<file path="src/hw/rtl/jse_pkg.sv">
// Package for the JSON string escaper.
// Shared widths, register map, queue defaults and the front-to-back command type.
// No dependencies.
`default_nettype none

package jse_pkg;

  localparam int unsigned BYTE_W      = 8;
  localparam int unsigned LEN_W       = 32;
  localparam int unsigned PIECE_MAX   = 6;
  localparam int unsigned PIECE_IDX_W = 3;
  localparam int unsigned SEQ_MAX     = 4;
  localparam int unsigned SEQ_CNT_W   = 3;

  localparam int unsigned APB_ADDR_W  = 3;
  localparam int unsigned APB_DATA_W  = 32;
  localparam logic        REG_OUT_CAPACITY = 1'b0;

  localparam int unsigned QUEUE_DEPTH_DEF = 4;

  localparam int unsigned S_TDATA_W = 8;
  localparam int unsigned M_TDATA_W = 48;

  typedef struct packed {
    logic [PIECE_MAX-1:0][BYTE_W-1:0] bytes;
    logic [PIECE_IDX_W-1:0]           nbytes;
    logic                             term;
    logic                             term_valid;
    logic [LEN_W-1:0]                 req;
    logic                             trunc;
  } esc_cmd_t;

endpackage

`default_nettype wire

</file>
<file path="src/hw/rtl/json_string_escaper.sv">
// JSON string escaper, top level: APB capacity register, front, queue, back.
// Depends on jse_pkg, jse_front, jse_queue, jse_back.
//
// Input stream (s_*): one UTF-8 byte per transaction. s_tdata carries the
// byte, s_tuser says the byte is present (0 with s_tlast 1 is an empty end
// marker), s_tlast closes the string. Output stream (m_*): one escaped byte
// per transaction; the final transaction of a string has m_tlast set, carries
// the NUL terminator (m_tuser 1 only if capacity allowed it), the required
// length and the truncated flag.
// out_capacity (APB, address 0) is sampled when a string opens; write it
// only between strings.
// The first result of an item is registered in the queue entry and then in
// the back part's output register. Input is taken one item per cycle; the
// output port moves one byte per cycle while m_tready is high, so an item
// of k bytes (up to 7) holds the back part. A QUEUE_DEPTH-entry command queue
// absorbs that; s_tready drops only while the queue is full.
// A stalled m_tready holds the output register and fills the queue.
// Reset clears all string state and the capacity register to zero.
`default_nettype none

module json_string_escaper
  import jse_pkg::*;
#(
  parameter int unsigned QUEUE_DEPTH = QUEUE_DEPTH_DEF
) (
  input  wire logic                  clk,
  input  wire logic                  rst,
  input  wire logic                  psel,
  input  wire logic                  penable,
  input  wire logic                  pwrite,
  input  wire logic [APB_ADDR_W-1:0] paddr,
  input  wire logic [APB_DATA_W-1:0] pwdata,
  output logic      [APB_DATA_W-1:0] prdata,
  output logic                       pready,
  input  wire logic                  s_tvalid,
  output logic                       s_tready,
  input  wire logic [S_TDATA_W-1:0]  s_tdata,   // [7:0] data_byte
  input  wire logic                  s_tuser,   // [0] has_byte
  input  wire logic                  s_tlast,
  output logic                       m_tvalid,
  input  wire logic                  m_tready,
  output logic      [M_TDATA_W-1:0]  m_tdata,   // [7:0] out_byte, [39:8] required_length,
                                                // [40] truncated, [47:41] zero
  output logic                       m_tuser,   // [0] byte_valid
  output logic                       m_tlast
);

  logic [LEN_W-1:0]  out_capacity;
  logic              cfg_wr;
  logic              push_valid;
  logic              push_ready;
  esc_cmd_t          push_cmd;
  logic              pop_valid;
  logic              pop;
  esc_cmd_t          pop_cmd;
  logic [BYTE_W-1:0] out_byte;
  logic [LEN_W-1:0]  required_length;
  logic              truncated;

  assign pready = 1'b1;
  assign cfg_wr = psel & penable & pwrite & pready & (paddr[2] == REG_OUT_CAPACITY);
  assign prdata = (paddr[2] == REG_OUT_CAPACITY) ? out_capacity : '0;

  always_ff @(posedge clk) begin
    if (rst) begin
      out_capacity <= '0;
    end else if (cfg_wr) begin
      out_capacity <= pwdata;
    end
  end

  jse_front u_front (
    .clk           (clk),
    .rst           (rst),
    .capacity      (out_capacity),
    .in_valid      (s_tvalid),
    .in_ready      (s_tready),
    .data_byte     (s_tdata[7:0]),
    .has_byte      (s_tuser),
    .end_of_string (s_tlast),
    .push_valid    (push_valid),
    .push_ready    (push_ready),
    .push_cmd      (push_cmd)
  );

  jse_queue #(
    .DEPTH (QUEUE_DEPTH)
  ) u_queue (
    .clk        (clk),
    .rst        (rst),
    .push_valid (push_valid),
    .push_ready (push_ready),
    .push_cmd   (push_cmd),
    .pop_valid  (pop_valid),
    .pop        (pop),
    .pop_cmd    (pop_cmd)
  );

  jse_back u_back (
    .clk             (clk),
    .rst             (rst),
    .cmd_valid       (pop_valid),
    .cmd             (pop_cmd),
    .pop             (pop),
    .out_valid       (m_tvalid),
    .out_ready       (m_tready),
    .out_byte        (out_byte),
    .byte_valid      (m_tuser),
    .is_last         (m_tlast),
    .required_length (required_length),
    .truncated       (truncated)
  );

  assign m_tdata = {7'd0, truncated, required_length, out_byte};

  // data bytes carry no length or truncation info and are always written
  a_data_clean: assert property (@(posedge clk) disable iff (rst)
    m_tvalid && !m_tlast |-> m_tuser && required_length == '0 && !truncated)
    else $error("data transaction with status fields set");

  // terminator is a NUL byte
  a_term_nul: assert property (@(posedge clk) disable iff (rst)
    m_tvalid && m_tlast |-> out_byte == '0)
    else $error("terminator byte is not zero");

  // a truncated string needed more than the capacity it was given
  a_trunc_len: assert property (@(posedge clk) disable iff (rst)
    m_tvalid && m_tlast && truncated |->
      (required_length > out_capacity) || (required_length == '1))
    else $error("truncated string with required length within capacity");

endmodule

`default_nettype wire

</file>
<file path="src/hw/rtl/jse_front.sv">
// Front part of the JSON string escaper: gathers UTF-8 sequences, classifies
// bytes, does the space and length bookkeeping and pushes commands to the queue.
// Depends on jse_pkg.
`default_nettype none

module jse_front
  import jse_pkg::*;
(
  input  wire logic              clk,
  input  wire logic              rst,
  input  wire logic [LEN_W-1:0]  capacity,
  input  wire logic              in_valid,
  output logic                   in_ready,
  input  wire logic [BYTE_W-1:0] data_byte,
  input  wire logic              has_byte,
  input  wire logic              end_of_string,
  output logic                   push_valid,
  input  wire logic              push_ready,
  output esc_cmd_t               push_cmd
);

  localparam logic [BYTE_W-1:0] CH_QUOTE  = 8'h22;
  localparam logic [BYTE_W-1:0] CH_BSLASH = 8'h5c;
  localparam logic [BYTE_W-1:0] CH_BS     = 8'h08;
  localparam logic [BYTE_W-1:0] CH_FF     = 8'h0c;
  localparam logic [BYTE_W-1:0] CH_LF     = 8'h0a;
  localparam logic [BYTE_W-1:0] CH_CR     = 8'h0d;
  localparam logic [BYTE_W-1:0] CH_TAB    = 8'h09;
  localparam logic [BYTE_W-1:0] CH_DEL    = 8'h7f;
  localparam logic [BYTE_W-1:0] CH_SPACE  = 8'h20;
  localparam logic [BYTE_W-1:0] CH_U      = 8'h75;
  localparam logic [BYTE_W-1:0] CH_ZERO   = 8'h30;
  localparam logic [BYTE_W-1:0] CH_B      = 8'h62;
  localparam logic [BYTE_W-1:0] CH_F      = 8'h66;
  localparam logic [BYTE_W-1:0] CH_N      = 8'h6e;
  localparam logic [BYTE_W-1:0] CH_R      = 8'h72;
  localparam logic [BYTE_W-1:0] CH_T      = 8'h74;

  function automatic logic [BYTE_W-1:0] hex_digit(input logic [3:0] v);
    if (v < 4'd10) begin
      hex_digit = CH_ZERO + {4'd0, v};
    end else begin
      hex_digit = 8'h61 + {4'd0, v - 4'd10};
    end
  endfunction

  logic                            open;
  logic [LEN_W-1:0]                space_left;
  logic                            space_exhausted;
  logic [LEN_W-1:0]                needed_count;
  logic [SEQ_CNT_W-1:0]            seq_count;
  logic [SEQ_CNT_W-1:0]            seq_expected;
  logic [SEQ_MAX-1:0][BYTE_W-1:0]  seq_bytes;

  logic                            accept;
  logic                            active;
  logic [LEN_W-1:0]                cur_space;
  logic                            cur_exh;
  logic [LEN_W-1:0]                cur_need;
  logic [SEQ_CNT_W-1:0]            cur_cnt;
  logic [SEQ_CNT_W-1:0]            cur_exp;
  logic                            is_cont;
  logic                            cont;
  logic                            fresh;
  logic                            ascii;
  logic                            lead;
  logic                            raw;
  logic [SEQ_CNT_W-1:0]            lead_len;
  logic [1:0]                      wr_idx;
  logic                            seq_wr;
  logic [SEQ_MAX-1:0][BYTE_W-1:0]  seq_w;
  logic [SEQ_CNT_W-1:0]            cnt_w;
  logic [SEQ_CNT_W-1:0]            exp_w;
  logic                            seq_piece;
  logic [BYTE_W-1:0]               esc_code;
  logic [PIECE_MAX-1:0][BYTE_W-1:0] piece;
  logic [PIECE_IDX_W-1:0]          piece_n;
  logic                            has_piece;
  logic                            fail;
  logic                            write;
  logic [LEN_W-1:0]                space_next;
  logic                            exh_next;
  logic [LEN_W:0]                  need_sum;
  logic [LEN_W-1:0]                need_next;

  assign in_ready = push_ready;
  assign accept   = in_valid & in_ready;
  assign active   = accept & (has_byte | end_of_string);

  assign cur_space = open ? space_left      : capacity;
  assign cur_exh   = open ? space_exhausted : 1'b0;
  assign cur_need  = open ? needed_count    : '0;
  assign cur_cnt   = open ? seq_count       : '0;
  assign cur_exp   = open ? seq_expected    : '0;

  assign is_cont = (data_byte[7:6] == 2'b10);
  assign cont    = has_byte & (cur_cnt != '0) & is_cont;
  assign fresh   = has_byte & ~cont;
  assign ascii   = fresh & (data_byte < 8'h80);
  assign lead    = fresh & (data_byte >= 8'hc0) & (data_byte <= 8'hf7);
  assign raw     = fresh & ~ascii & ~lead;

  always_comb begin
    if (data_byte < 8'he0) begin
      lead_len = 3'd2;
    end else if (data_byte < 8'hf0) begin
      lead_len = 3'd3;
    end else begin
      lead_len = 3'd4;
    end
  end

  assign wr_idx = cont ? cur_cnt[1:0] : 2'd0;
  assign seq_wr = cont | lead;

  always_comb begin
    for (int i = 0; i < SEQ_MAX; i++) begin
      seq_w[i] = (seq_wr && (wr_idx == 2'(i))) ? data_byte : seq_bytes[i];
    end
  end

  always_comb begin
    if (!has_byte) begin
      cnt_w = cur_cnt;
      exp_w = cur_exp;
    end else if (cont) begin
      cnt_w = cur_cnt + 3'd1;
      exp_w = cur_exp;
    end else if (lead) begin
      cnt_w = 3'd1;
      exp_w = lead_len;
    end else begin
      cnt_w = '0;
      exp_w = '0;
    end
  end

  assign seq_piece = (cont && (cnt_w >= exp_w)) || (end_of_string && (cnt_w != '0));

  always_comb begin
    case (data_byte)
      CH_QUOTE:  esc_code = CH_QUOTE;
      CH_BSLASH: esc_code = CH_BSLASH;
      CH_BS:     esc_code = CH_B;
      CH_FF:     esc_code = CH_F;
      CH_LF:     esc_code = CH_N;
      CH_CR:     esc_code = CH_R;
      CH_TAB:    esc_code = CH_T;
      default:   esc_code = '0;
    endcase
  end

  always_comb begin
    piece   = '0;
    piece_n = '0;
    if (seq_piece) begin
      for (int i = 0; i < SEQ_MAX; i++) begin
        piece[i] = seq_w[i];
      end
      piece_n = cnt_w;
    end else if (ascii) begin
      if (esc_code != '0) begin
        piece[0] = CH_BSLASH;
        piece[1] = esc_code;
        piece_n  = 3'd2;
      end else if ((data_byte < CH_SPACE) || (data_byte == CH_DEL)) begin
        piece[0] = CH_BSLASH;
        piece[1] = CH_U;
        piece[2] = CH_ZERO;
        piece[3] = CH_ZERO;
        piece[4] = hex_digit(data_byte[7:4]);
        piece[5] = hex_digit(data_byte[3:0]);
        piece_n  = 3'd6;
      end else begin
        piece[0] = data_byte;
        piece_n  = 3'd1;
      end
    end else if (raw) begin
      piece[0] = data_byte;
      piece_n  = 3'd1;
    end
  end

  assign has_piece  = (piece_n != '0);
  assign fail       = has_piece & (cur_exh | (cur_space <= LEN_W'(piece_n)));
  assign write      = has_piece & ~fail;
  assign space_next = write ? cur_space - LEN_W'(piece_n) : cur_space;
  assign exh_next   = cur_exh | fail;
  assign need_sum   = {1'b0, cur_need} + (LEN_W+1)'(piece_n) + (LEN_W+1)'(end_of_string);
  assign need_next  = need_sum[LEN_W] ? '1 : need_sum[LEN_W-1:0];

  assign push_valid = active & (write | end_of_string);

  always_comb begin
    push_cmd            = '0;
    push_cmd.bytes      = piece;
    push_cmd.nbytes     = write ? piece_n : '0;
    push_cmd.term       = end_of_string;
    push_cmd.term_valid = (space_next != '0);
    push_cmd.req        = end_of_string ? need_next : '0;
    push_cmd.trunc      = end_of_string & exh_next;
  end

  always_ff @(posedge clk) begin
    if (rst) begin
      open            <= 1'b0;
      space_left      <= '0;
      space_exhausted <= 1'b0;
      needed_count    <= '0;
      seq_count       <= '0;
      seq_expected    <= '0;
    end else if (active) begin
      if (end_of_string) begin
        open            <= 1'b0;
        space_exhausted <= 1'b0;
        needed_count    <= '0;
        seq_count       <= '0;
        seq_expected    <= '0;
      end else begin
        open            <= 1'b1;
        space_left      <= space_next;
        space_exhausted <= exh_next;
        needed_count    <= need_next;
        seq_count       <= seq_piece ? '0 : cnt_w;
        seq_expected    <= seq_piece ? '0 : exp_w;
      end
    end
  end

  always_ff @(posedge clk) begin
    if (active) begin
      seq_bytes <= seq_w;
    end
  end

endmodule

`default_nettype wire

</file>
<file path="src/hw/rtl/jse_queue.sv">
// Command queue between the front and back parts of the JSON string escaper.
// Small register-file FIFO with occupancy count; depends on jse_pkg.
`default_nettype none

module jse_queue
  import jse_pkg::*;
#(
  parameter int unsigned DEPTH = QUEUE_DEPTH_DEF
) (
  input  wire logic     clk,
  input  wire logic     rst,
  input  wire logic     push_valid,
  output logic          push_ready,
  input  wire esc_cmd_t push_cmd,
  output logic          pop_valid,
  input  wire logic     pop,
  output esc_cmd_t      pop_cmd
);

  localparam int unsigned AW = $clog2(DEPTH);
  localparam int unsigned CW = $clog2(DEPTH + 1);

  esc_cmd_t        entries [DEPTH];
  logic [AW-1:0]   wr_ptr;
  logic [AW-1:0]   rd_ptr;
  logic [CW-1:0]   count;
  logic            do_push;
  logic            do_pop;

  assign push_ready = (count != CW'(DEPTH));
  assign pop_valid  = (count != '0);
  assign do_push    = push_valid & push_ready;
  assign do_pop     = pop & pop_valid;
  assign pop_cmd    = entries[rd_ptr];

  always_ff @(posedge clk) begin
    if (rst) begin
      wr_ptr <= '0;
      rd_ptr <= '0;
      count  <= '0;
    end else begin
      if (do_push) begin
        wr_ptr <= (wr_ptr == AW'(DEPTH - 1)) ? '0 : wr_ptr + 1'b1;
      end
      if (do_pop) begin
        rd_ptr <= (rd_ptr == AW'(DEPTH - 1)) ? '0 : rd_ptr + 1'b1;
      end
      if (do_push && !do_pop) begin
        count <= count + 1'b1;
      end else if (do_pop && !do_push) begin
        count <= count - 1'b1;
      end
    end
  end

  always_ff @(posedge clk) begin
    if (do_push) begin
      entries[wr_ptr] <= push_cmd;
    end
  end

endmodule

`default_nettype wire

</file>
<file path="src/hw/rtl/jse_back.sv">
// Back part of the JSON string escaper (depends on jse_pkg): walks each queued
// command and emits one byte per cycle unless stalled, through an output register.
`default_nettype none

module jse_back
  import jse_pkg::*;
(
  input  wire logic     clk,
  input  wire logic     rst,
  input  wire logic     cmd_valid,
  input  wire esc_cmd_t cmd,
  output logic          pop,
  output logic          out_valid,
  input  wire logic     out_ready,
  output logic [BYTE_W-1:0] out_byte,
  output logic          byte_valid,
  output logic          is_last,
  output logic [LEN_W-1:0] required_length,
  output logic          truncated
);

  logic [PIECE_IDX_W-1:0] idx;
  logic [PIECE_IDX_W-1:0] total;
  logic                   load;
  logic                   step;
  logic                   last_el;
  logic                   at_term;

  assign load    = ~out_valid | out_ready;
  assign step    = load & cmd_valid;
  assign total   = cmd.nbytes + PIECE_IDX_W'(cmd.term);
  assign last_el = (idx == total - 1'b1);
  assign at_term = (idx >= cmd.nbytes);
  assign pop     = step & last_el;

  always_ff @(posedge clk) begin
    if (rst) begin
      out_valid <= 1'b0;
      idx       <= '0;
    end else if (step) begin
      out_valid <= 1'b1;
      idx       <= last_el ? '0 : idx + 1'b1;
    end else if (load) begin
      out_valid <= 1'b0;
    end
  end

  always_ff @(posedge clk) begin
    if (step) begin
      if (at_term) begin
        out_byte        <= '0;
        byte_valid      <= cmd.term_valid;
        is_last         <= 1'b1;
        required_length <= cmd.req;
        truncated       <= cmd.trunc;
      end else begin
        out_byte        <= cmd.bytes[idx];
        byte_valid      <= 1'b1;
        is_last         <= 1'b0;
        required_length <= '0;
        truncated       <= 1'b0;
      end
    end
  end

endmodule

`default_nettype wire

</file>
<file path="config.mk">
export PLATFORM = sky130hd
export DESIGN_NAME = json_string_escaper
export DESIGN_NICKNAME = d
export VERILOG_FILES = /design/src/hw/rtl/jse_pkg.sv /design/src/hw/rtl/json_string_escaper.sv /design/src/hw/rtl/jse_front.sv /design/src/hw/rtl/jse_queue.sv /design/src/hw/rtl/jse_back.sv
export SDC_FILE = /design/constraint.sdc
export NUM_CORES = 1
export LEC_CHECK = 0
export ABC_CLOCK_PERIOD_IN_PS = 8500
export BUFFER_PORTS_ARGS = -buffer_cell sky130_fd_sc_hd__buf_2
export CAP_MARGIN = 20
export CORE_UTILIZATION = 50
export DETAILED_ROUTE_END_ITERATION = 8
export PLACE_DENSITY_LB_ADDON = 0.12
export SLEW_MARGIN = 20
export SYNTH_ARGS = -nofsm -noshare
export SYNTH_HDL_FRONTEND = slang
export SYNTH_SLANG_ARGS = --single-unit
export TNS_END_PERCENT = 50
</file>
<file path="constraint.sdc">
create_clock -name clk -period 8.5 [get_ports clk]
set_input_delay 1.7 -clock clk [delete_from_list [all_inputs] [get_ports clk]]
set_output_delay 1.7 -clock clk [all_outputs]
set_load 0.02 [all_outputs]
</file>
Yosys cells after proc, flatten, opt, wreduce, memory -nomap -nowiden. Memory sizes are Yosys's and may differ from the RTL's. A register that Yosys moved wholly into a read port is not among the register bits. Index checks and enable logic that the tools add are counted.

Bits of input ports: 52. Memories: 1. Bits in registers: 190. Memory bits (writable): 344.

Eq/ne operators: 16. Bitwise operators: 34. Muxes and demuxes: 61. Magnitude comparators: 12. Reductions and logical operators: 22. $add $sub $neg: 17.

Memories: u_queue.entries (depth 4, bits a word 86, read ports 1, clocked after Yosys merged registers in 1, write ports 1, RTL line jse_queue.sv:23) `esc_cmd_t entries [DEPTH];`.

Operators with widths (count): $mux 32 (9); $mux 40 (2); $mux 8 (10); $mux 3 (21); $pmux 7 s7 (1); $eq 8x4->1 const B (5); $add 32x3->33 (1); $add 33x1->33 (1); $le 32x3->1 (1); $mux 16 (2); $reduce_bool 32->1 (1); $sub 32x3->32 (1); $bmux 8 s3 (1); $lt 8x8->1 const B (3); $and 1x1->1 (21); $add 7x4->8 const A (2); $eq 8x7->1 const B (2); $add 6x4->7 const A (2); $reduce_bool 3->1 (4); $eq 2x2->1 const B (5); $mux 1 (10); $mux 2 (5); $add 3x1->3 const B (3); $eq 8x6->1 const B (1); other kinds (22) (48).

Logic depth before layout (Yosys ltp). Gate-level depths: netlist of the first run.

Word-level depth: 27. Mapped depth: 32.

Hierarchy. Synthesis of the first run repeated with hierarchy kept, for this count alone.

Cell total of the unflattened synthesis: 1971. Area total of the unflattened synthesis: 25456.9 sq um.

Modules (own cells, without submodules): jse_queue (area each 12876.1 sq um, cells an instance 498, times used 1); jse_front (area each 8573.2 sq um, cells an instance 1122, times used 1); jse_back (area each 2247.2 sq um, cells an instance 165, times used 1); json_string_escaper (area each 1760.4 sq um, cells an instance 186, times used 1).

Worst setup path before layout of the first run. Ideal clock, no wire load.

Path type: input to register. From: input port s_tuser. To: memory u_queue.entries[1][0] in the netlist's numbering (enable). Library setup time: 0.451 ns. Buffers on the path: 4. Cell stages on the path: 22. Arrival time: 7.801 ns. Slack: 0.248 ns. Cell sequence: clkbuf_1 nor3b_1 a211o_1 inv_1 ha_1 nor2b_1 o21ai_0 a21o_1 a21oi_1 inv_1 ha_1 fa_1 nand2b_1 nand2b_1 a2111oi_2 nand4_4 o211ai_2 clkbuf_1 clkbuf_1 clkbuf_1 a21oi_1 and2_1.

Cells in the longest elaborated chain, start to end: 23. Elaborated cells between the ends (all ways): 38. Those cells by class: order compare (2); mux (11); bitwise (20); reduce/logical (5).

RTL lines: start, declared (RTL line json_string_escaper.sv:38) `input wire logic s_tuser,`; $and 1x1->1 (2 in a row) (RTL line jse_front.sv:97) `assign cont = has_byte & (cur_cnt != '0) & is_cont;`; $not 1->1 (RTL line jse_front.sv:98) `assign fresh = has_byte & ~cont;`; $and 1x1->1 (RTL line jse_front.sv:98); $and 1x1->1 (2 in a row) (RTL line jse_front.sv:100) `assign lead = fresh & (data_byte >= 8'hc0) & (data_byte <= 8'hf7);`; $mux 1 / $mux 3 (equally long branches) (RTL line jse_front.sv:129) `end else if (lead) begin`; $mux 3 (RTL line jse_front.sv:126) `end else if (cont) begin`; $mux 3 (RTL line jse_front.sv:123) `if (!has_byte) begin`; $ge 3x3->1 / $reduce_bool 3->1 (equally long branches) (RTL line jse_front.sv:138) `assign seq_piece = (cont && (cnt_w >= exp_w)) || (end_of_string && (cnt_w != '0));`; [6 not listed]; $not 1->1 (RTL line jse_front.sv:186) `assign write = has_piece & ~fail;`; $and 1x1->1 (RTL line jse_front.sv:186); $or 1x1->1 (RTL line jse_front.sv:192) `assign push_valid = active & (write | end_of_string);`; $and 1x1->1 (*) (RTL line jse_front.sv:192); $and 1x1->1 (*) (RTL line jse_queue.sv:32) `assign do_push = push_valid & push_ready;`; net u_queue.do_push (RTL line jse_queue.sv:27) `logic do_push;`; $mux 1 (*) (RTL line jse_queue.sv:57) `if (do_push) begin`; $mux 1 (implied by the code) (*) (RTL line jse_queue.sv:58) `entries[wr_ptr] <= push_cmd;`; end, declared (RTL line jse_queue.sv:23).

Mark *: on every way through the listed nets, which the timed path passes. The rest lies on a longest branch.

==> metrics.md, run 1 <==
| Metric | Value |
|---|---|
| Vias in the first global route | `approximately 15000` |
| CP arrival | `slightly below 8 ns` |
| Max Cap Violations | `0` |
| Area delta synth->final | `13.3%` |
| Post-synthesis mux area share | `0.111` |
| Final period util | `0.879` |
| Detail Placement HPWL | `around 35000 µm` |
| Drt total wl | `roughly 56000 µm` |
| GP Congestion | `between 0.8 and 0.9` |
| Primary FF master, synth | `edfxtp_1` |
| ANT cells | `0` |
| Slew Limit Fails | `0` |
| Setup violations, final | `0` |
| Power per cell area | `262 nW/µm²` |
| Clock Sinks | `roughly 520` |
| P_leak | `9.68 nW` |
| CTS tree | `done` |
| Min-delay worst type | `reg2reg` |
| Syn. warnings | `0` |
| Cts bufs inserted | `55` |
| Initial drt markers | `around 1400` |
| Seq cells post-synth | `524` |
| # DRC | `0` |
| Syn_area_per_cell | `12.4 µm²` |
| Share of cells above drive strength 1 | `0.184` |
| Post-cts resize count | `0` |
| Max Fclk | `134 MHz` |
| Synth Area in Adders | `0.0199` |
| Fin cells | `around 2700` |
| Peak VDD IR | `between 0.15 and 0.2 mV` |
| DR WL met2 | `26100 µm` |
| DR pass1 iterations | `5` |
| Synth cell types | `just under 80` |
| Final Hold Vio Count | `0` |
| Required @ worst endpoint | `~8.8 ns` |
| Slew HR | `0.306` |
| Reg clk slew, reported paths | `~0.060 ns` |
| Post-Place Cells | `roughly 2600` |
| Worst skew pair latency | `~0.62 ns` |
| Deepest clock path buffer count | `3` |
| Clock root cell | `clkbuf_16` |
| Slew @ Worst Pin | `1.04 ns` |
| Via count | `15800` |
| Nets | `about 2200` |
| Met3 Routed Length | `3230 µm` |
| Crit end category | `flop` |
| Chip Height | `222 µm` |
| Top routing layer used | `met5` |
| Antenna-violating nets left | `0` |
| First-pass GRT wire length | `approximately 90000 µm` |
| Overall routing resource usage | `0.229` |
| H-tree depth | `2` |
| CORE AREA | `approximately 48000 µm²` |
| Unrepaired setup endpoints after global routing | `no` |
| Post-CTS setup buffer count | `0` |
| Compound-Gate Fraction of Synth Area | `0.0854` |
| Initial antenna violation count | `1` |
| Grt ovf | `0` |
| Tmin final | `roughly 7.5 ns` |
| Post-synthesis simple-gate area fraction | `0.133` |
| Number of hold buffers added after cts | `0` |
| Main combinational cell family by area after synthesis | `simple AND/OR/NAND/NOR gates` |
| Routed length per instance | `between 20 and 25 µm` |
| Crit-path max FO | `6` |
| Row cnt | `80` |
| Chip Width | `222 µm` |
| Met1 Wirelength | `about 25000 µm` |
| XOR/XNOR Fraction of Synth Area | `0.0188` |
| PortBufs | `roughly 130` |
| Synth async-reset ratio | `0` |
| Largest net degree at the start of global routing | `88` |
| Cells after Synth | `1949` |
| Setup Skew | `~0.016 ns` |
| Number of I/O pins | `137` |
| Syn Std Cell Area | `24200 µm²` |
| Die ar. | `between 40000 and 50000 µm²` |
| Startpoint class of the critical path | `input pin` |
| Initial Util | `0.506` |
| Crit path kind | `in2reg` |
| Total negative slack | `0 ns` |
| Sequential fraction of the synthesis area | `0.603` |
| Via/cell ratio | `5.81` |
| Number of synthesized flops with an enable pin | `~410` |
| Status | `complete, no violations` |
==> layer usage <==
| metal | vias to the layer above | global-route usage |
|---|---|---|
| met3 | 92 | 0.0413 |
| met2 | 446 | 0.359 |
| met5 | - | 0 |
| li1 | 7419 | - |
| met4 | 2 | 0.0668 |
| met1 | 7863 | 0.328 |
==> Yosys cell counts (16+ instances only) <==
library cell / number / area share
edfxtp_1: 407 / 0.51
nand2_1: 237 / 0.037
a21oi_1: 176 / 0.036
nor2_1: 135 / 0.021
dfxtp_1: 117 / 0.097
mux4_2: 91 / 0.085
clkbuf_1: 83 / 0.013
o21ai_0: 68 / 0.014
nor2b_1: 54 / 0.014
inv_1: 53 / 0.0082
and2_1: 51 / 0.013
mux2i_1: 42 / 0.017
nand3_1: 42 / 0.0087
nor3_1: 39 / 0.0081
ha_1: 32 / 0.017
xnor2_1: 30 / 0.011
a22oi_1: 22 / 0.0068
xor2_1: 22 / 0.0080
buf_1: 18 / 0.0028
mux2_2: 16 / 0.0075
==> flip-flops by register name (all words and copies together) (netlist names), 2 cells and up, named ones only <==
| signal | count |
|---|---|
| u_queue.entries | 332 |
| u_back.idx | 3 |
| u_back.out_byte | 8 |
| u_front.seq_count | 3 |
| u_front.needed_count | 32 |
| u_back.required_length | 32 |
| u_queue.wr_ptr | 2 |
| u_front.space_left | 32 |
| u_queue.rd_ptr | 2 |
| u_queue.count | 3 |
| out_capacity | 32 |
| u_front.seq_bytes | 32 |
| u_front.seq_expected | 3 |
==> stage by stage <==
step / instance area, µm² / setup WS, ns / hold slack (ns) / total power, W / utilization
final: 27400 / 1.03 / 0.453 / 0.00718 / 0.573
after global routing: 27400 / 0.815 / 0.477 / 0.00747 / 0.573
after CTS: 27400 / 1.17 / 0.454 / 0.00725 / 0.573
after detailed placement: 25500 / 0.518 / 0.444 / 0.00477 / 0.534
after global placement: 25500 / 0.655 / 0.438 / 0.00474 / 0.534
after floorplan: 24200 / 0.248 / 0.428 / 0.00431 / -
==> cell type report <==
| type | count | area [µm²] |
|---|---|---|
| repair buffers | 164 | 968 |
| clock inverters | 30 | 345 |
| fillers | 3822 | 20400 |
| flip-flops and latches | 524 | 14600 |
| clock buffers | 71 | 1520 |
| well taps | 615 | 769 |
| multi-input cells | 1263 | 8970 |
| inverters | 58 | 218 |
==> worst max-delay path, stage by stage <==
cell and delay [ns]:
buf_2 0.15, ha_1 0.31, nand2_1 0.12, and4_1 0.29, a211o_1 0.35, inv_1 0.08
ha_1 0.23, nor2b_1 0.10, o21ai_0 0.11, a21o_1 0.23, a21oi_1 0.33, ha_1 0.39
and3b_1 0.26, a2111oi_4 0.47, nand4_2 0.27, nor4b_2 0.38, o2111ai_1 0.18, xor2_1 0.18
or4_1 0.52, or4_1 0.46, or4_1 0.63
==> cells by family after synthesis <==
logic type / count (synthesis)
AND/OR/NAND/NOR: 660
adder cells (fa/ha/maj): 36
XOR/XNOR: 52
AO/OA/AOI/OAI: 348
buffers and inverters: 176
flip-flops: 524
multiplexers: 151
other: 2
==> report_power, final <==
part | internal [W] | leakage [nW] | switching, W | total (W)
clock network | 0.00147 | 0.913 | 0.000997 | 0.00247
logic | 0.000573 | 3.96 | 0.000966 | 0.00154
registers | 0.00308 | 4.80 | 0.0000840 | 0.00316
==> worst paths after layout <==
path | startpoint | to | slack (ns) | cells after the start
worst max-delay path | s_tdata[4] | u_queue.entries[1][33] | 1.03 | 21
worst min-delay path | u_front.space_left[27] | u_front.space_left[27] | 0.45 | 2
worst max register to register | u_front.seq_count[0] | u_queue.entries[1][33] | 1.37 | 21
worst min register to register | u_front.space_left[27] | u_front.space_left[27] | 0.45 | 2
==> layout by cell type (no fill, tap or decap), types with 9 or more instances in the layout <==
cell type / count
a21oi_1: 174
a22oi_1: 22
and2_1: 47
and3_1: 11
buf_2: 125
buf_4: 35
clkbuf_1: 9
clkbuf_16: 57
clkinv_1: 12
conb_1: 16
dfxtp_1: 114
edfxtp_1: 407
ha_1: 32
inv_1: 53
mux2_2: 16
mux2i_1: 42
mux4_2: 91
nand2_1: 237
nand2b_1: 14
nand3_1: 42
nand4_1: 9
nor2_1: 134
nor2b_1: 54
nor3_1: 39
o21ai_0: 68
o22ai_1: 14
or3_1: 14
xnor2_1: 30
xor2_1: 22
Note: power is estimated with default switching activity, not from simulation.
==> inputs of run 2 (changes only) <==
--- a/config.mk
+++ b/config.mk
@@ -10,6 +10,7 @@
 export CAP_MARGIN = 20
 export CORE_UTILIZATION = 50
 export DETAILED_ROUTE_END_ITERATION = 8
+export GPL_TIMING_DRIVEN = 0
 export PLACE_DENSITY_LB_ADDON = 0.12
 export SLEW_MARGIN = 20
 export SYNTH_ARGS = -nofsm -noshare
==> run 2 against run 1 <==
Sequential cell count unchanged. Power about the same. Via count is 3.5% higher. Final cell count increased by 3.2%. Non-clock buffer count rose by 86. Largest cell class unchanged. Sequential share of layout area fell by 0.59 points. Die area is the same. Utilization up 0.60 points. Wire length is 10% higher. Combinational power grew 9.7%. First-iteration DRC count fell by 3.4%. Sequential power barely moved.
==> metrics.md, run 2 (synthesis results as in run 1) <==
| Metric | Value |
|---|---|
| Status | `complete, no violations (unchanged)` |
| Setup Skew | `0.0215 ns (was 0.0162 ns)` |
| Slew Limit Fails | `0 (unchanged)` |
| Drt total wl | `61800 µm (was 56100 µm)` |
| Unrepaired setup endpoints after global routing | `no (unchanged)` |
| Worst skew pair latency | `0.62 ns (about the same)` |
| Final Hold Vio Count | `0 (unchanged)` |
| Crit. Startpoint | `s_tdata[0] (was s_tdata[4])` |
| Antenna-violating nets left | `0 (unchanged)` |
| CTS tree | `done (unchanged)` |
| Number of hold buffers added after cts | `0 (unchanged)` |
| Grt ovf | `0 (unchanged)` |
| Overall Power | `0.00717 W (was 0.00718 W)` |
| DP Area | `25900 µm² (was 25500 µm²)` |
| Max Fclk | `124 MHz (was 134 MHz)` |
| CP arrival | `8.59 ns (was 7.78 ns)` |
| Initial antenna violation count | `0 (was 1)` |
| Worst Reg-to-Reg Cells | `30 (was 21)` |
| First-pass GRT wire length | `94800 µm (was 87600 µm)` |
| Crit-path max FO | `10 (was 6)` |
| Required @ worst endpoint | `9.04 ns (was 8.81 ns)` |
| ANT cells | `0 (unchanged)` |
| P_leak | `9.72 nW (was 9.68 nW)` |
| Row cnt | `80 (unchanged)` |
| Final period util | `0.948 (was 0.879)` |
| WHS Path Cells | `2 (unchanged)` |
| DR pass1 iterations | `6 (was 5)` |
| Slew HR | `0.283 (was 0.306)` |
| Chip Width | `222 µm (unchanged)` |
| Post-Place Cells | `2714 (was 2624)` |
| Tmin final | `8.06 ns (was 7.47 ns)` |
| Via/cell ratio | `5.83 (was 5.81)` |
| Final instance area | `27700 µm² (was 27400 µm²)` |
| Deepest clock path buffer count | `3 (unchanged)` |
| Area delta synth->final | `14.4% (was 13.3%)` |
| R2R Path End | `u_queue.count[2] (was u_queue.entries[1][33])` |
| Commonest non-fill, non-tap cell in the layout | `edfxtp_1 (unchanged)` |
| Peak VDD IR | `0.147 mV (was 0.183 mV)` |
| CORE AREA | `47700 µm² (unchanged)` |
| R2R Path Start | `u_front.open (was u_front.seq_count[0])` |
| Worst hold path endpoint | `u_front.space_left[0] (was u_front.space_left[27])` |
| Chip Height | `222 µm (unchanged)` |
| Routed length per instance | `22.0 µm (was 20.6 µm)` |
| Overall routing resource usage | `0.253 (was 0.229)` |
| Clock root cell | `clkbuf_16 (unchanged)` |
| Cts bufs inserted | `54 (was 55)` |
| Crit path kind | `in2reg (unchanged)` |
| Power per cell area | `259 nW/µm² (was 262 nW/µm²)` |
| Initial drt markers | `1333 (was 1380)` |
| H-tree depth | `2 (unchanged)` |
| Largest net degree at the start of global routing | `41 (was 88)` |
| Multi-input logic area | `8980 µm² (was 8970 µm²)` |
| Register area | `14600 µm² (about the same)` |
| Most frequent cells in the layout | `edfxtp_1 (407), nand2_1 (237), a21oi_1 (173) (was edfxtp_1 (407), nand2_1 (237), a21oi_1 (174))` |
| R2r setup slk | `0.62 ns (was 1.37 ns)` |
| Setup violations, final | `0 (unchanged)` |
| Slew @ Worst Pin | `1.08 ns (was 1.04 ns)` |
| GP Congestion | `0.925 (was 0.848)` |
| Number of I/O pins | `137 (unchanged)` |
| Final WS setup | `0.442 ns (was 1.03 ns)` |
| Filler Cell Count | `3903 (was 3822)` |
| Most flops, register | `u_queue.entries (unchanged)` |
| Vias in the first global route | `16000 (was 15200)` |
| Reg clk slew, reported paths | `0.06 ns (about the same)` |
| Initial Util | `0.506 (unchanged)` |
| Clock Sinks | `524 (unchanged)` |
| Nets | `2239 (was 2154)` |
| Number of flip-flops under the largest register name | `332 (unchanged)` |
| Detail Placement HPWL | `43300 µm (was 35400 µm)` |
| Fin cells | `2811 (was 2725)` |
| Via count | `16400 (was 15800)` |
| Dpl ws | `-1.26 ns (was 0.518 ns)` |
| PortBufs | `125 (was 126)` |
| Min-delay worst type | `reg2reg (unchanged)` |
| Worst Hold Slack | `0.455 ns (was 0.453 ns)` |
| Critical Path Slowest Stage Cell | `o31ai_2 (was or4_1)` |
| Share of cells above drive strength 1 | `0.171 (was 0.184)` |
| Crit end category | `flop (unchanged)` |
| Startpoint class of the critical path | `input pin (unchanged)` |
| # DRC | `0 (unchanged)` |
| Max Cap Violations | `0 (unchanged)` |
| Crit path largest cell delay | `0.72 ns (was 0.63 ns)` |
| Die ar. | `49200 µm² (unchanged)` |
| Hold Path Origin | `u_front.space_left[0] (was u_front.space_left[27])` |
## run 2: cell types whose count changed in the layout (fill, tap and decap cells not counted), sizes merged
cell,before,now
clkbuf,71,148
clkinvlp,2,7
inv,56,59
bufinv,7,4
buf,164,168
## run 2: what timing repair did
action	4_1_cts	5_1_grt
setup buffers	0	0
resized for setup	2	2
endpoints found under the setup margin	367	117
## run 2: cell type report
cell class,count,area share
Buffer,114,0.0177
Clock buffer,66,0.0520
Clock inverter,35,0.0111
Inverter,58,0.00787
Multi-Input combinational cell,1263,0.325
Sequential cell,524,0.527
Tap cell,615,0.0278
Timing Repair Buffer,136,0.0325
## run 2: worst max path at each step
stage | to | slack (ns) | cells past startpoint
detailed placement | u_queue.count[2] | -1.26 | 31
global route | u_queue.count[2] | 0.07 | 27
finish | u_queue.count[2] | 0.44 | 27
CTS | u_queue.count[2] | 0.37 | 28
floorplan | u_queue.entries[1][0] | 0.25 | 22
global placement | u_queue.entries[1][14] | -3.85 | 27
## run 2: stage by stage
| step | TNS (ns) | utilization |
|---|---|---|
| 2_1_floorplan | 0 | - |
| 3_3_place_gp | -1278.55 | 0.537 |
| 3_5_place_dp | -336.41 | 0.543 |
| 4_1_cts | 0 | 0.579 |
| 5_1_grt | 0 | 0.579 |
| 6_report | 0 | 0.579 |
## run 2: power breakdown
group / total, W / internal (W) / switching (W)
sequential: 0.00315 / 0.00308 / 0.0000720
combinational: 0.00169 / 0.000641 / 0.00104
clock: 0.00234 / 0.00133 / 0.00101
total: 0.00717 / 0.00505 / 0.00212
## run 2: critical path: cells and delay by family
kind                     cells  cell delay (ns)
AO/OA/AOI/OAI                7             2.23
buffers and inverters        7             2.09
AND/OR/NAND/NOR              7             1.38
adder cells (fa/ha/maj)      5             1.09
XOR/XNOR                     1             0.09
## run 2: layer usage
layer	vias to the layer above	part of all wire	global-route usage
li1	7595	-	-
met3	94	0.063	0.0431
met1	8133	0.45	0.358
met5	-	0	0
met4	0	0.021	0.0699
met2	561	0.47	0.403
==> inputs of run 3 (changes only) <==
--- a/config.mk
+++ b/config.mk
@@ -5,6 +5,7 @@
 export SDC_FILE = /design/constraint.sdc
 export NUM_CORES = 1
 export LEC_CHECK = 0
+export ABC_AREA = 1
 export ABC_CLOCK_PERIOD_IN_PS = 8500
 export BUFFER_PORTS_ARGS = -buffer_cell sky130_fd_sc_hd__buf_2
 export CAP_MARGIN = 20
==> run 3 against run 2 <==
Non-clock buffer count increased by 38. Synthesized cell count grew 31%. Register-to-register slack better by 0.12 ns. Area after synthesis rose by 1.3%. Sequential cell count unchanged. Largest cell class unchanged.
==> metrics.md, run 3 <==
| Metric | Value |
|---|---|
| Via/cell ratio | `5.53 (was 5.83)` |
| Max Cap Violations | `0 (unchanged)` |
| Slew HR | `0.279 (was 0.283)` |
| Number of flip-flops under the largest register name | `332 (unchanged)` |
| Combinational Power Share | `0.301 (was 0.235)` |
| Grt ovf | `0 (unchanged)` |
| Number of hold buffers added after cts | `0 (unchanged)` |
| Drt total wl | `68700 µm (was 61800 µm)` |
| CTS tree | `done (unchanged)` |
| Initial Util | `0.510 (was 0.506)` |
| Reg clk slew, reported paths | `0.07 ns (was 0.06 ns)` |
| Seq pwr share | `0.405 (was 0.439)` |
| Hold Path Origin | `u_front.needed_count[15] (was u_front.space_left[0])` |
| Total negative slack | `0 ns (unchanged)` |
| Crit end category | `flop (unchanged)` |
| Vias in the first global route | `18200 (was 16000)` |
| Antenna-violating nets left | `0 (unchanged)` |
| Share of cells above drive strength 1 | `0.113 (was 0.171)` |
| Largest cells by area after synthesis | `edfxtp_1 (50%), dfxtp_1 (9.6%), nand2_1 (6.5%) (was edfxtp_1 (51%), dfxtp_1 (9.7%), mux4_2 (8.5%))` |
| # DRC | `0 (unchanged)` |
| Setup Skew | `0.0342 ns (was 0.0215 ns)` |
| Min-delay worst type | `reg2reg (unchanged)` |
| Cells after Synth | `2557 (was 1949)` |
| Commonest non-fill, non-tap cell in the layout | `nand2_1 (was edfxtp_1)` |
| Final instance area | `28200 µm² (was 27700 µm²)` |
| Startpoint class of the critical path | `flop (was input pin)` |
| Power per cell area | `282 nW/µm² (was 259 nW/µm²)` |
| GP Congestion | `0.905 (was 0.925)` |
| Status | `complete, no violations (unchanged)` |
| DP Area | `26500 µm² (was 25900 µm²)` |
| Crit path kind | `reg2reg (was in2reg)` |
| Filler Cell Count | `4199 (was 3903)` |
| Area delta synth->final | `15.1% (was 14.4%)` |
| H-tree depth | `2 (unchanged)` |
| Slew @ Worst Pin | `1.08 ns (about the same)` |
| Synth top cells by count | `nand2_1 (427), edfxtp_1 (407), nor2_1 (331) (was edfxtp_1 (407), nand2_1 (237), a21oi_1 (176))` |
| R2R Path Start | `u_front.open (unchanged)` |
| Slew Limit Fails | `0 (unchanged)` |
| Crit-path max FO | `21 (was 10)` |
| CP arrival | `8.09 ns (was 8.59 ns)` |
| Final period util | `0.913 (was 0.948)` |
| Syn_area_per_cell | `9.58 µm² (was 12.4 µm²)` |
| Final Hold Vio Count | `0 (unchanged)` |
| Clock root cell | `clkbuf_16 (unchanged)` |
| Chip Height | `223 µm (was 222 µm)` |
| Routed length per instance | `20.0 µm (was 22.0 µm)` |
| Post-Place Cells | `3332 (was 2714)` |
| Tmin final | `7.76 ns (was 8.06 ns)` |
| Initial antenna violation count | `3 (was 0)` |
| Deepest clock path buffer count | `3 (unchanged)` |
| Critical Path Slowest Stage Cell | `clkbuf_1 (was o31ai_2)` |
| Largest net degree at the start of global routing | `26 (was 41)` |
| Clock Power Share | `0.294 (was 0.326)` |
| Overall Power | `0.00794 W (was 0.00717 W)` |
| Most frequent cells in the layout | `nand2_1 (427), edfxtp_1 (407), nor2_1 (327) (was edfxtp_1 (407), nand2_1 (237), a21oi_1 (173))` |
| Unrepaired setup endpoints after global routing | `no (unchanged)` |
| DR pass1 iterations | `7 (was 6)` |
| Internal | `0.00516 W (was 0.00505 W)` |
| Die ar. | `49900 µm² (was 49200 µm²)` |
| Syn Std Cell Area | `24500 µm² (was 24200 µm²)` |
| Seq cells post-synth | `524 (unchanged)` |
| Row cnt | `80 (unchanged)` |
| Post-cts resize count | `0 (was 2)` |
| Cts bufs inserted | `53 (was 54)` |
| Crit. Startpoint | `u_front.open (was s_tdata[0])` |
| Area leader, netlist | `edfxtp_1 (unchanged)` |
| Syn. warnings | `0 (unchanged)` |
| Via count | `19000 (was 16400)` |
| P_leak | `11.5 nW (was 9.72 nW)` |
| Setup violations, final | `0 (unchanged)` |
| Overall routing resource usage | `0.275 (was 0.253)` |
| First-pass GRT wire length | `104000 µm (was 94800 µm)` |
| Post-CTS setup buffer count | `0 (unchanged)` |
| PortBufs | `123 (was 125)` |
| CORE AREA | `48000 µm² (was 47700 µm²)` |
| Synth cell types | `63 (was 78)` |
| Detail Placement HPWL | `49300 µm (was 43300 µm)` |
| Switch Pwr | `0.00277 W (was 0.00212 W)` |
| Count leader, synth | `nand2_1 (was edfxtp_1)` |
| Final core occ | `0.587 (was 0.579)` |
| Required @ worst endpoint | `8.82 ns (was 9.04 ns)` |
| Nets | `2860 (was 2239)` |
| Initial drt markers | `1631 (was 1333)` |
| Sequential fraction of the synthesis area | `0.595 (was 0.603)` |
| Crit path largest cell delay | `0.52 ns (was 0.72 ns)` |
| Synth top area share | `0.499 (was 0.506)` |
| Worst skew pair latency | `0.63 ns (was 0.62 ns)` |
| Fin cells | `3431 (was 2811)` |
| Chip Width | `223 µm (was 222 µm)` |
| Number of I/O pins | `137 (unchanged)` |
| Most flops, register | `u_queue.entries (unchanged)` |
| Synth async-reset ratio | `0 (unchanged)` |
| Sw Ratio | `0.349 (was 0.296)` |
| Peak VDD IR | `0.173 mV (was 0.147 mV)` |
| Max Fclk | `129 MHz (was 124 MHz)` |
| Clock Sinks | `524 (unchanged)` |
| Number of synthesized flops with an enable pin | `407 (unchanged)` |
| Primary FF master, synth | `edfxtp_1 (unchanged)` |
## run 3: cell types whose count changed after synthesis, moves of 24 or more
| cell | before | now |
|---|---|---|
| mux2i_1 | 42 | 0 |
| nor2_1 | 135 | 331 |
| inv_1 | 53 | 277 |
| a21oi_1 | 176 | 119 |
| nand3_1 | 42 | 85 |
| and2_1 | 51 | 4 |
| o22ai_1 | 14 | 51 |
| o211ai_1 | 5 | 32 |
| nand2_1 | 237 | 427 |
| nor2b_1 | 54 | 0 |
| mux4_2 | 91 | 0 |
| nor3_1 | 39 | 15 |
| o21ai_0 | 68 | 282 |
| o221ai_1 | 1 | 28 |
## run 3: cell families (layout without fill, tap and decap cells)
kind of cell	after synthesis	in the layout	share of synthesized area
compound gates	576	576	0.133
xor+xnor	48	48	0.0172
fa+ha+maj	36	36	0.0196
buf+inv	435	679	0.0743
flops	524	524	0.595
other cells	2	17	0.000307
simple gates	936	936	0.161
## run 3: worst max-delay path, delay by kind of cell (launching register included)
kind,cells,cell delay [ns]
adder cells (fa/ha/maj),3,0.97
buffers and inverters,15,3.17
AO/OA/AOI/OAI,6,1.43
AND/OR/NAND/NOR,12,1.51
flip-flops,1,0.32
## run 3: metrics by stage
step / hold slack [ns] / setup slack, ns
6_report: 0.467 / 0.737
5_1_grt: 0.486 / 0.201
4_1_cts: 0.466 / 0.413
3_5_place_dp: 0.457 / 0.330
3_3_place_gp: 0.452 / -6.02
2_1_floorplan: 0.441 / -0.939
## run 3: power groups by stage
stage	registers, W	clock network, W	logic [W]
2_1_floorplan	0.00342	0	0.00133
3_3_place_gp	0.00332	0	0.00223
3_5_place_dp	0.00327	0	0.00237
4_1_cts	0.00322	0.00236	0.00238
5_1_grt	0.00324	0.00244	0.00260
6_report	0.00322	0.00233	0.00239
## run 3: layer usage
layer	vias up	global-route usage	wire [µm]
li1	9103	-	-
met2	703	0.457	32700
met4	4	0.0957	2260
met1	9007	0.365	29100
met3	143	0.0441	4590
met5	-	0	33
## run 3: cell type report
type / count / area [µm²] / area share
Tap cell: 615 / 769 / 0.0273
Clock inverter: 28 / 307 / 0.0109
Buffer: 142 / 719 / 0.0255
Multi-Input combinational cell: 1612 / 8210 / 0.291
Inverter: 293 / 1100 / 0.0391
Sequential cell: 524 / 14600 / 0.517
Clock buffer: 70 / 1420 / 0.0504
Timing Repair Buffer: 146 / 1090 / 0.0387
Antenna cell: 1 / 2.50 / 0.0000888
## run 3: final timing paths
path / end / slack (ns) / cells past startpoint
max: u_queue.entries[0][21] / 0.74 / 36
min: u_front.needed_count[15] / 0.47 / 2
max reg2reg: u_queue.entries[0][21] / 0.74 / 36
min reg2reg: u_front.needed_count[15] / 0.47 / 2
